[config.mk]
export PLATFORM = sky130hd
export DESIGN_NAME = ascii_radix_converter_top
export DESIGN_NICKNAME = d
export VERILOG_FILES = /design/src/hdl/acr_pkg.sv /design/src/hdl/acr_ram.sv /design/src/hdl/ascii_radix_converter_top.sv
export SDC_FILE = /design/constraint.sdc
export NUM_CORES = 1
export LEC_CHECK = 0
export BUFFER_PORTS_ARGS = -buffer_cell sky130_fd_sc_hd__buf_2
export CAP_MARGIN = 0
export CORE_MARGIN = 1
export CORE_UTILIZATION = 59
export CTS_BUF_LIST = sky130_fd_sc_hd__clkbuf_8
export CTS_CLUSTER_SIZE = 10
export DETAILED_ROUTE_END_ITERATION = 8
export PLACE_DENSITY = 0.77
export SYNTH_ARGS = -nofsm -noshare
export SYNTH_HDL_FRONTEND = slang
export SYNTH_SLANG_ARGS = --single-unit
[constraint.sdc]
create_clock -name clock -period 9.1 [get_ports clock]
set_clock_uncertainty 0.1 [all_clocks]
set_input_delay 1.365 -clock clock [delete_from_list [all_inputs] [get_ports clock]]
set_output_delay 1.365 -clock clock [all_outputs]
set_load 0.05 [all_outputs]
[src/hdl/acr_pkg.sv]
// ----------------------------------------------------------------------------
// acr_pkg
// Shared types, constants and helper functions of the ASCII radix converter.
// ----------------------------------------------------------------------------
package acr_pkg;

   localparam int VALUE_BITS = 32;
   localparam int PROD_BITS  = VALUE_BITS + 7;
   localparam int CNT_BITS   = $clog2(VALUE_BITS);
   localparam int MAX_DIGITS = 32;
   localparam int DIG_ADDR_W = $clog2(MAX_DIGITS);
   localparam int DCNT_BITS  = DIG_ADDR_W + 1;
   localparam int BASE_BITS  = 6;

   // status codes
   localparam logic [1:0] STAT_OK       = 2'd0;
   localparam logic [1:0] STAT_BADCHAR  = 2'd1;
   localparam logic [1:0] STAT_BADDIGIT = 2'd2;
   localparam logic [1:0] STAT_OVERFLOW = 2'd3;

   // register indexes
   localparam logic REG_SOURCE_BASE = 1'b0;
   localparam logic REG_TARGET_BASE = 1'b1;

   localparam logic [BASE_BITS-1:0] SRC_BASE_RESET = 6'd10;
   localparam logic [BASE_BITS-1:0] TGT_BASE_RESET = 6'd2;
   localparam logic [BASE_BITS-1:0] BASE_MIN       = 6'd2;
   localparam logic [BASE_BITS-1:0] BASE_MAX       = 6'd36;

   localparam logic [7:0] CH_0     = 8'h30;
   localparam logic [7:0] CH_9     = 8'h39;
   localparam logic [7:0] CH_UPPER_A = 8'h41;
   localparam logic [7:0] CH_UPPER_Z = 8'h5A;
   localparam logic [7:0] CH_LOWER_A = 8'h61;
   localparam logic [7:0] CH_LOWER_Z = 8'h7A;
   localparam logic [7:0] CH_TEN   = 8'd10;

   typedef struct packed {
      logic [7:0] char_code;
      logic       end_of_number;
   } req_type;

   typedef struct packed {
      logic [7:0] out_char;
      logic [1:0] status;
      logic       last_of_run;
   } rsp_type;

   function automatic logic [BASE_BITS-1:0] clamp_base(input logic [BASE_BITS-1:0] b);
      logic [BASE_BITS-1:0] r;
      r = b;
      if (b < BASE_MIN) begin
         r = BASE_MIN;
      end else if (b > BASE_MAX) begin
         r = BASE_MAX;
      end
      return r;
   endfunction

   // bit 6 flags a legal character, bits 5:0 hold its digit value
   function automatic logic [BASE_BITS:0] char_to_digit(input logic [7:0] c);
      logic [7:0] d;
      logic       ok;
      d  = 8'd0;
      ok = 1'b1;
      if (c >= CH_0 && c <= CH_9) begin
         d = c - CH_0;
      end else if (c >= CH_UPPER_A && c <= CH_UPPER_Z) begin
         d = c - CH_UPPER_A + CH_TEN;
      end else if (c >= CH_LOWER_A && c <= CH_LOWER_Z) begin
         d = c - CH_LOWER_A + CH_TEN;
      end else begin
         ok = 1'b0;
      end
      return {ok, d[BASE_BITS-1:0]};
   endfunction

   function automatic logic [7:0] digit_to_char(input logic [BASE_BITS-1:0] d);
      logic [7:0] w;
      w = {2'b00, d};
      if (w < CH_TEN) begin
         return w + CH_0;
      end
      return w - CH_TEN + CH_UPPER_A;
   endfunction

endpackage

[src/hdl/acr_ram.sv]
// ----------------------------------------------------------------------------
// acr_ram
// Generic single-write, single-read RAM with registered read data.
// ----------------------------------------------------------------------------
module acr_ram #(
   parameter int WIDTH = 6,
   parameter int DEPTH = 32
) (
   input  logic                     clock,
   input  logic                     we,
   input  logic [$clog2(DEPTH)-1:0] waddr,
   input  logic [WIDTH-1:0]         wdata,
   input  logic [$clog2(DEPTH)-1:0] raddr,
   output logic [WIDTH-1:0]         rdata
);

   logic [WIDTH-1:0] mem_ff [DEPTH];
   logic [WIDTH-1:0] rdata_ff;

   always_ff @(posedge clock) begin
      if (we) begin
         mem_ff[waddr] <= wdata;
      end
      rdata_ff <= mem_ff[raddr];
   end

   assign rdata = rdata_ff;

endmodule

[src/hdl/ascii_radix_converter_top.sv]
// ----------------------------------------------------------------------------
// ascii_radix_converter_top
// Converts an ASCII numeral, one character per request, between radices.
// ----------------------------------------------------------------------------
// Usage: raise start with req_data while busy is low; the character is taken
// at that edge. Characters arrive most significant first and the one with
// end_of_number set closes the numeral. Each result appears on rsp_data for
// one cycle with rsp_strobe high; the receiver cannot stall, so results are
// simply presented. An errored numeral gives one result with its status.
// Operation: a legal character runs a shift-add multiply by the source base,
// one base bit per cycle, with busy high until it is done; a bad character
// does not raise busy. The end request then runs one restoring division per
// target digit, one quotient bit per cycle, storing the remainders in a
// small RAM, and then reads them back most significant first, one result
// after each RAM read.
// csr writes set the bases and are taken at once. Synchronous reset returns
// the bases to 10 and 2 and clears the accumulator and error state.
// ----------------------------------------------------------------------------
module ascii_radix_converter_top (
   input  logic                clock,
   input  logic                reset,
   input  logic                start,
   output logic                busy,
   input  acr_pkg::req_type    req_data,
   output logic                rsp_strobe,
   output acr_pkg::rsp_type    rsp_data,
   input  logic                csr_we,
   input  logic                csr_index,
   input  logic [5:0]          csr_wdata
);

   localparam logic [2:0] S_IDLE = 3'd0;
   localparam logic [2:0] S_MUL  = 3'd1;
   localparam logic [2:0] S_DIV  = 3'd2;
   localparam logic [2:0] S_RD   = 3'd3;
   localparam logic [2:0] S_OUT  = 3'd4;

   localparam int VB = acr_pkg::VALUE_BITS;
   localparam int PB = acr_pkg::PROD_BITS;
   localparam int BB = acr_pkg::BASE_BITS;
   localparam int CB = acr_pkg::CNT_BITS;
   localparam int DB = acr_pkg::DCNT_BITS;
   localparam int AB = acr_pkg::DIG_ADDR_W;

   logic [2:0]      state_ff,    state_in;
   logic [BB-1:0]   src_base_ff, tgt_base_ff;
   logic [VB-1:0]   value_ff,    value_in;
   logic [1:0]      err_ff,      err_in;
   logic [PB-1:0]   prod_ff,     prod_in;
   logic [PB-2:0]   mcand_ff,    mcand_in;
   logic [BB-1:0]   mplier_ff,   mplier_in;
   logic            end_ff,      end_in;
   logic [VB-1:0]   quot_ff,     quot_in;
   logic [BB-1:0]   rem_ff,      rem_in;
   logic [CB-1:0]   bit_cnt_ff,  bit_cnt_in;
   logic [DB-1:0]   dcount_ff,   dcount_in;
   logic            strobe_ff,   strobe_in;
   acr_pkg::rsp_type rsp_ff,     rsp_in;

   logic [BB-1:0]   src_base;
   logic [BB-1:0]   tgt_base;
   logic [BB:0]     dec;
   logic [BB:0]     rem_shift;
   logic            rem_ge;
   logic [BB-1:0]   rem_next;
   logic [VB-1:0]   quot_next;
   logic [DB-1:0]   dcount_inc;
   logic            fin;
   logic [1:0]      fin_err;
   logic [VB-1:0]   fin_val;
   logic            ram_we;
   logic [AB-1:0]   ram_raddr;
   logic [BB-1:0]   ram_rdata;

   assign src_base = acr_pkg::clamp_base(src_base_ff);
   assign tgt_base = acr_pkg::clamp_base(tgt_base_ff);
   assign dec      = acr_pkg::char_to_digit(req_data.char_code);

   // one restoring division step
   assign rem_shift  = {rem_ff, quot_ff[VB-1]};
   assign rem_ge     = rem_shift >= {1'b0, tgt_base};
   assign rem_next   = rem_ge ? BB'(rem_shift - {1'b0, tgt_base}) : rem_shift[BB-1:0];
   assign quot_next  = {quot_ff[VB-2:0], rem_ge};
   assign dcount_inc = dcount_ff + DB'(1);
   assign ram_raddr  = AB'(dcount_ff - DB'(1));

   acr_ram #(
      .WIDTH(BB),
      .DEPTH(acr_pkg::MAX_DIGITS)
   ) u_digits (
      .clock(clock),
      .we(ram_we),
      .waddr(dcount_ff[AB-1:0]),
      .wdata(rem_next),
      .raddr(ram_raddr),
      .rdata(ram_rdata)
   );

   always_comb begin
      state_in   = state_ff;
      value_in   = value_ff;
      err_in     = err_ff;
      prod_in    = prod_ff;
      mcand_in   = mcand_ff;
      mplier_in  = mplier_ff;
      end_in     = end_ff;
      quot_in    = quot_ff;
      rem_in     = rem_ff;
      bit_cnt_in = bit_cnt_ff;
      dcount_in  = dcount_ff;
      strobe_in  = 1'b0;
      rsp_in     = rsp_ff;
      ram_we     = 1'b0;
      fin        = 1'b0;
      fin_err    = err_ff;
      fin_val    = value_ff;

      case (state_ff)
         S_IDLE: begin
            if (start) begin
               if (err_ff == acr_pkg::STAT_OK) begin
                  if (!dec[BB]) begin
                     fin_err = acr_pkg::STAT_BADCHAR;
                     err_in  = acr_pkg::STAT_BADCHAR;
                     fin     = req_data.end_of_number;
                  end else if (dec[BB-1:0] >= src_base) begin
                     fin_err = acr_pkg::STAT_BADDIGIT;
                     err_in  = acr_pkg::STAT_BADDIGIT;
                     fin     = req_data.end_of_number;
                  end else begin
                     prod_in   = PB'(dec[BB-1:0]);
                     mcand_in  = (PB-1)'(value_ff);
                     mplier_in = src_base;
                     end_in    = req_data.end_of_number;
                     state_in  = S_MUL;
                  end
               end else begin
                  fin = req_data.end_of_number;
               end
            end
         end
         S_MUL: begin
            if (mplier_ff != '0) begin
               if (mplier_ff[0]) begin
                  prod_in = prod_ff + {1'b0, mcand_ff};
               end
               mcand_in  = {mcand_ff[PB-3:0], 1'b0};
               mplier_in = {1'b0, mplier_ff[BB-1:1]};
            end else begin
               fin_val = prod_ff[VB-1:0];
               if (prod_ff[PB-1:VB] != '0) begin
                  fin_err = acr_pkg::STAT_OVERFLOW;
                  err_in  = acr_pkg::STAT_OVERFLOW;
               end else begin
                  value_in = prod_ff[VB-1:0];
               end
               fin      = end_ff;
               state_in = S_IDLE;
            end
         end
         S_DIV: begin
            quot_in    = quot_next;
            rem_in     = rem_next;
            bit_cnt_in = bit_cnt_ff + CB'(1);
            if (bit_cnt_ff == CB'(VB - 1)) begin
               ram_we    = 1'b1;
               dcount_in = dcount_inc;
               rem_in    = '0;
               if (quot_next == '0) begin
                  state_in = S_RD;
               end else if (dcount_inc == DB'(acr_pkg::MAX_DIGITS)) begin
                  // more digits than the store holds
                  strobe_in          = 1'b1;
                  rsp_in.out_char    = 8'd0;
                  rsp_in.status      = acr_pkg::STAT_OVERFLOW;
                  rsp_in.last_of_run = 1'b1;
                  dcount_in          = '0;
                  state_in           = S_IDLE;
               end
            end
         end
         S_RD: begin
            state_in = S_OUT;
         end
         S_OUT: begin
            strobe_in          = 1'b1;
            rsp_in.out_char    = acr_pkg::digit_to_char(ram_rdata);
            rsp_in.status      = acr_pkg::STAT_OK;
            rsp_in.last_of_run = (dcount_ff == DB'(1));
            dcount_in          = dcount_ff - DB'(1);
            state_in           = (dcount_ff == DB'(1)) ? S_IDLE : S_RD;
         end
         default: begin
            state_in = S_IDLE;
         end
      endcase

      // end of numeral: either report the error or start the divisions
      if (fin) begin
         value_in = '0;
         err_in   = acr_pkg::STAT_OK;
         if (fin_err != acr_pkg::STAT_OK) begin
            strobe_in          = 1'b1;
            rsp_in.out_char    = 8'd0;
            rsp_in.status      = fin_err;
            rsp_in.last_of_run = 1'b1;
            state_in           = S_IDLE;
         end else begin
            quot_in    = fin_val;
            rem_in     = '0;
            bit_cnt_in = '0;
            dcount_in  = '0;
            state_in   = S_DIV;
         end
      end
   end

   always_ff @(posedge clock) begin
      if (reset) begin
         state_ff    <= S_IDLE;
         src_base_ff <= acr_pkg::SRC_BASE_RESET;
         tgt_base_ff <= acr_pkg::TGT_BASE_RESET;
         value_ff    <= '0;
         err_ff      <= acr_pkg::STAT_OK;
         dcount_ff   <= '0;
         strobe_ff   <= 1'b0;
      end else begin
         state_ff  <= state_in;
         value_ff  <= value_in;
         err_ff    <= err_in;
         dcount_ff <= dcount_in;
         strobe_ff <= strobe_in;
         if (csr_we) begin
            case (csr_index)
               acr_pkg::REG_SOURCE_BASE: src_base_ff <= csr_wdata;
               acr_pkg::REG_TARGET_BASE: tgt_base_ff <= csr_wdata;
               default: begin
               end
            endcase
         end
      end
   end

   always_ff @(posedge clock) begin
      prod_ff    <= prod_in;
      mcand_ff   <= mcand_in;
      mplier_ff  <= mplier_in;
      end_ff     <= end_in;
      quot_ff    <= quot_in;
      rem_ff     <= rem_in;
      bit_cnt_ff <= bit_cnt_in;
      rsp_ff     <= rsp_in;
   end

   assign busy       = (state_ff != S_IDLE);
   assign rsp_strobe = strobe_ff;
   assign rsp_data   = rsp_ff;

endmodule
==> impl_results.md <==
* Power density cells at 188 nW/µm²
* Final Hold Fails at 0
* Post-synth top cells: 276 x edfxtp_1, 268 x nand2_1, 134 x nor2_1
* Post-route minimum period at 5.74 ns
* Hold_buf cts at 0
* Critical R2R Capture: dcount_ff[5]
* DRC viols at 6
* Critical path class: in2reg
* Crit-path cells: buf_2 -> inv_1 -> ha_1 -> nor4b_1 -> o21ai_0 -> o211ai_1 -> inv_1 -> nor2_1 -> nand2_1 -> o21ai_0 -> ha_1 -> nand2b_1 -> a21o_1 -> a21o_1 -> a211oi_1 -> o21bai_1 -> a221oi_1 -> and3_2 -> or2_2 -> a211oi_1
* Setup crit start: req_data[2]
* Largest net degree at the start of global routing at 78
* Synth Area in XOR/XNOR at 0.0232
* Later-pin clock latency in the skew report at 0.59 ns
* Async S/R FF share, synth at 0
* Global-route wire length before repair at 63700 µm
* Area grow syn2layout at 9.52%
* Antenna violations before repair at 0
* Largest family of logic cells by synthesized area: simple AND/OR/NAND/NOR gates
* Post-CTS Setup Inserts at 0
* CTS resizes at 0
* Core area at 30700 µm²
* Post-synthesis sequential area ratio at 0.573
* Net Sw Frac at 0.243
* # nets final at 1700
* Final worst path period share at 0.630
* CTS Buf Count at 66
* Setup violators final at 0
* Final Power at 0.00381 W
* Area share of the largest cell type after synthesis at 0.448
* Sequential share of power at 0.516
* R2R Setup Slk at 4.70 ns
* Initial DRC count at 1179
* CP top delay family: simple AND/OR/NAND/NOR gates
* Clock Power Share at 0.412
* Post-synth top flop: edfxtp_1
* Routed length per instance at 19.4 µm
* Final ANT Viol Nets at 0
* Post-synthesis instance total at 1576
* Slowest-stage cell, CP: and3_2
* Area share of and/or/nand/nor cells after synthesis at 0.133
* Via count at 12402
* Initial cell density of the core at 0.602
* Internal Power at 0.00289 W
* Worst setup SP type: primary input
* CP arrival at 6.09 ns
* Worst vdd ir at 107 µV
* Slew HR at 0.165
* Combinational power share at 0.072
* CP peak stage delay at 1.07 ns
* Net Sw Power at 0.000928 W
* Yosys warning total at 0
* Port Buffer Count at 32
* Adder-Cell Fraction of Synth Area at 0.0495
* Critical path destination: dcount_ff[5]
* Placer Congestion at 0.877
* Gr usage total at 0.258
* Max Buffers Root-to-Sink at 3
* Worst Slack Setup Final at 3.36 ns
* Pre-CTS setup slack at 2.76 ns
* Post-synthesis compound-gate area fraction at 0.0971
* Mux share of post-synthesis cell area at 0.0998
* Clock transition at path regs at 0.06 ns
* Vias in the first global route at 11975
* Syn avg cell area at 11.7 µm²
* Crit Path Max Fanout at 77
* Chip height at 179 µm
* Measured slew at the worst slew-check pin at 1.25 ns
* Data required time of the worst path at 9.45 ns
* GR Overflow Total at 0
* CTS tree: built
* DR pass1 iterations at 8
* Dpl cell area at 18900 µm²
* Row Count at 64
* Max-cap violations at 0
* Share of layout cells above drive strength 1 at 0.137
* Syn nets at 1668
* Crit end category: register
* Yosys reg bits at 392
* Tightest Hold Check Type: reg2reg
* H-tree Lvls at 3
* Number of synthesized flops with an enable pin at 276
* Sink Count at 392
* Post-synth top area cell: edfxtp_1
* Mapped cell area at 18500 µm²
* Area contributors post-synth: edfxtp_1 45%, dfxtp_1 13%, mux4_2 7.3%
* Critical path depth at 20
* R2R cell count at 14
* Status: complete, but fails checks
* RSZ-0062 raised after global routing: false
* RR Startpoint: src_base_ff[3]
* TNS Setup at 0 ns
* Avg Vias per Cell at 6.03
* Clock root buffer: clkbuf_8
* I/O Pins at 33
* Chip Width at 179 µm
* Top-count cell post-synth: edfxtp_1
* Design area at 20300 µm²
* Placed wire-length estimate at 26200 µm
* Violated checks: design-rule violations
* Lkg Pwr at 7.50 nW
* Post-synth cell types at 70
* Post-Route WL at 39900 µm
* Diodes inserted at 0
* Die area at 32100 µm²
* Achievable frequency at 174 MHz
* CP bufs+invs at 3
* Max-slew violations at 0
-- worst min-delay path by stage --
stage / slack, ns / from / endpoint / depth (start not counted)
2_1_floorplan: 0.33 / value_ff[0] / value_ff[0] / 2
6_report: 0.36 / value_ff[13] / value_ff[13] / 2
4_1_cts: 0.35 / value_ff[7] / value_ff[7] / 2
3_3_place_gp: 0.34 / value_ff[11] / value_ff[11] / 2
5_1_grt: 0.38 / value_ff[0] / value_ff[0] / 2
3_5_place_dp: 0.35 / value_ff[28] / value_ff[28] / 2
-- registers in the layout (all words and copies together), names as in the netlist --
register / count
rsp_data: 11
end_ff: 1
src_base_ff: 6
u_digits.mem_ff: 192
dcount_ff: 6
mcand_ff: 38
quot_ff: 32
tgt_base_ff: 6
rem_ff: 6
bit_cnt_ff: 5
rsp_strobe: 1
state_ff: 3
err_ff: 2
prod_ff: 39
mplier_ff: 6
value_ff: 32
u_digits.rdata: 6
-- metal layers --
| layer | part of all wire | GRT usage |
|---|---|---|
| met5 | 0 | 0 |
| met3 | 0.068 | 0.0413 |
| met1 | 0.44 | 0.365 |
| met4 | 0.018 | 0.0721 |
| met2 | 0.47 | 0.413 |
-- cells by family (layout without fill, tap and decap cells) --
family,Yosys count,count (layout)
adder cells (fa/ha/maj),72,72
XOR/XNOR,49,49
multiplexers,108,108
buffers and inverters,108,193
flip-flops,392,392
AO/OA/AOI/OAI,288,288
AND/OR/NAND/NOR,559,559
-- area by class of cell --
cell class | instances | area, µm²
tap | 396 | 495
inverter | 32 | 120
clock buffer | 74 | 1020
multi-input combinational | 1076 | 7500
clock inverter | 47 | 310
fill | 2277 | 10500
sequential | 392 | 10600
timing repair buffer | 40 | 220
-- power groups by stage --
stage	sequential [W]	combinational [W]	clock (W)
floorplan	0.00200	0.000200	0
global placement	0.00200	0.000265	0
global route	0.00197	0.000305	0.00167
CTS	0.00197	0.000273	0.00159
detailed placement	0.00200	0.000271	0
finish	0.00197	0.000274	0.00157
-- through the flow --
step	std cells	util	hold slack (ns)
floorplan	1576	-	0.332
global placement	1936	0.616	0.342
detailed placement	1936	0.616	0.347
CTS	2057	0.659	0.355
global route	2057	0.659	0.379
finish	2057	0.659	0.355
-- worst reg2reg max path, stage by stage (launching register included) --
cell and delay, ns:
dfxtp_1 0.32, or2_2 0.30, nor2_1 0.20, nand2_1 0.08
o211a_1 0.16, ha_1 0.27, nand2b_1 0.14, a21o_1 0.17
a21o_1 0.17, a211oi_1 0.22, o21bai_1 0.15, a221oi_1 0.53
and3_2 1.07, or2_2 0.34, a211oi_1 0.06
-- cell usage in the layout (no fill, tap or decap), types with 7 or more instances in the layout --
| cell | Yosys | layout |
|---|---|---|
| a211oi_1 | 9 | 9 |
| a21boi_0 | 7 | 7 |
| a21o_1 | 30 | 30 |
| a21oi_1 | 95 | 95 |
| a22oi_1 | 9 | 9 |
| a31oi_1 | 9 | 9 |
| and2_1 | 8 | 8 |
| and3_1 | 17 | 16 |
| buf_2 | 3 | 32 |
| buf_4 | 4 | 8 |
| clkbuf_8 | 0 | 74 |
| clkinv_1 | 0 | 8 |
| dfxtp_1 | 116 | 115 |
| edfxtp_1 | 276 | 276 |
| ha_1 | 70 | 69 |
| inv_1 | 32 | 56 |
| mux2_2 | 12 | 12 |
| mux2i_1 | 36 | 36 |
| mux4_2 | 60 | 60 |
| nand2_1 | 268 | 266 |
| nand2b_1 | 13 | 13 |
| nand3_1 | 27 | 27 |
| nand4_1 | 9 | 9 |
| nor2_1 | 134 | 134 |
| nor3_1 | 31 | 31 |
| nor4_1 | 12 | 12 |
| o21a_1 | 8 | 7 |
| o21ai_0 | 77 | 75 |
| or2_2 | 7 | 7 |
| xnor2_1 | 26 | 24 |
| xor2_1 | 23 | 23 |
Power figures use the tool's default switching activity.
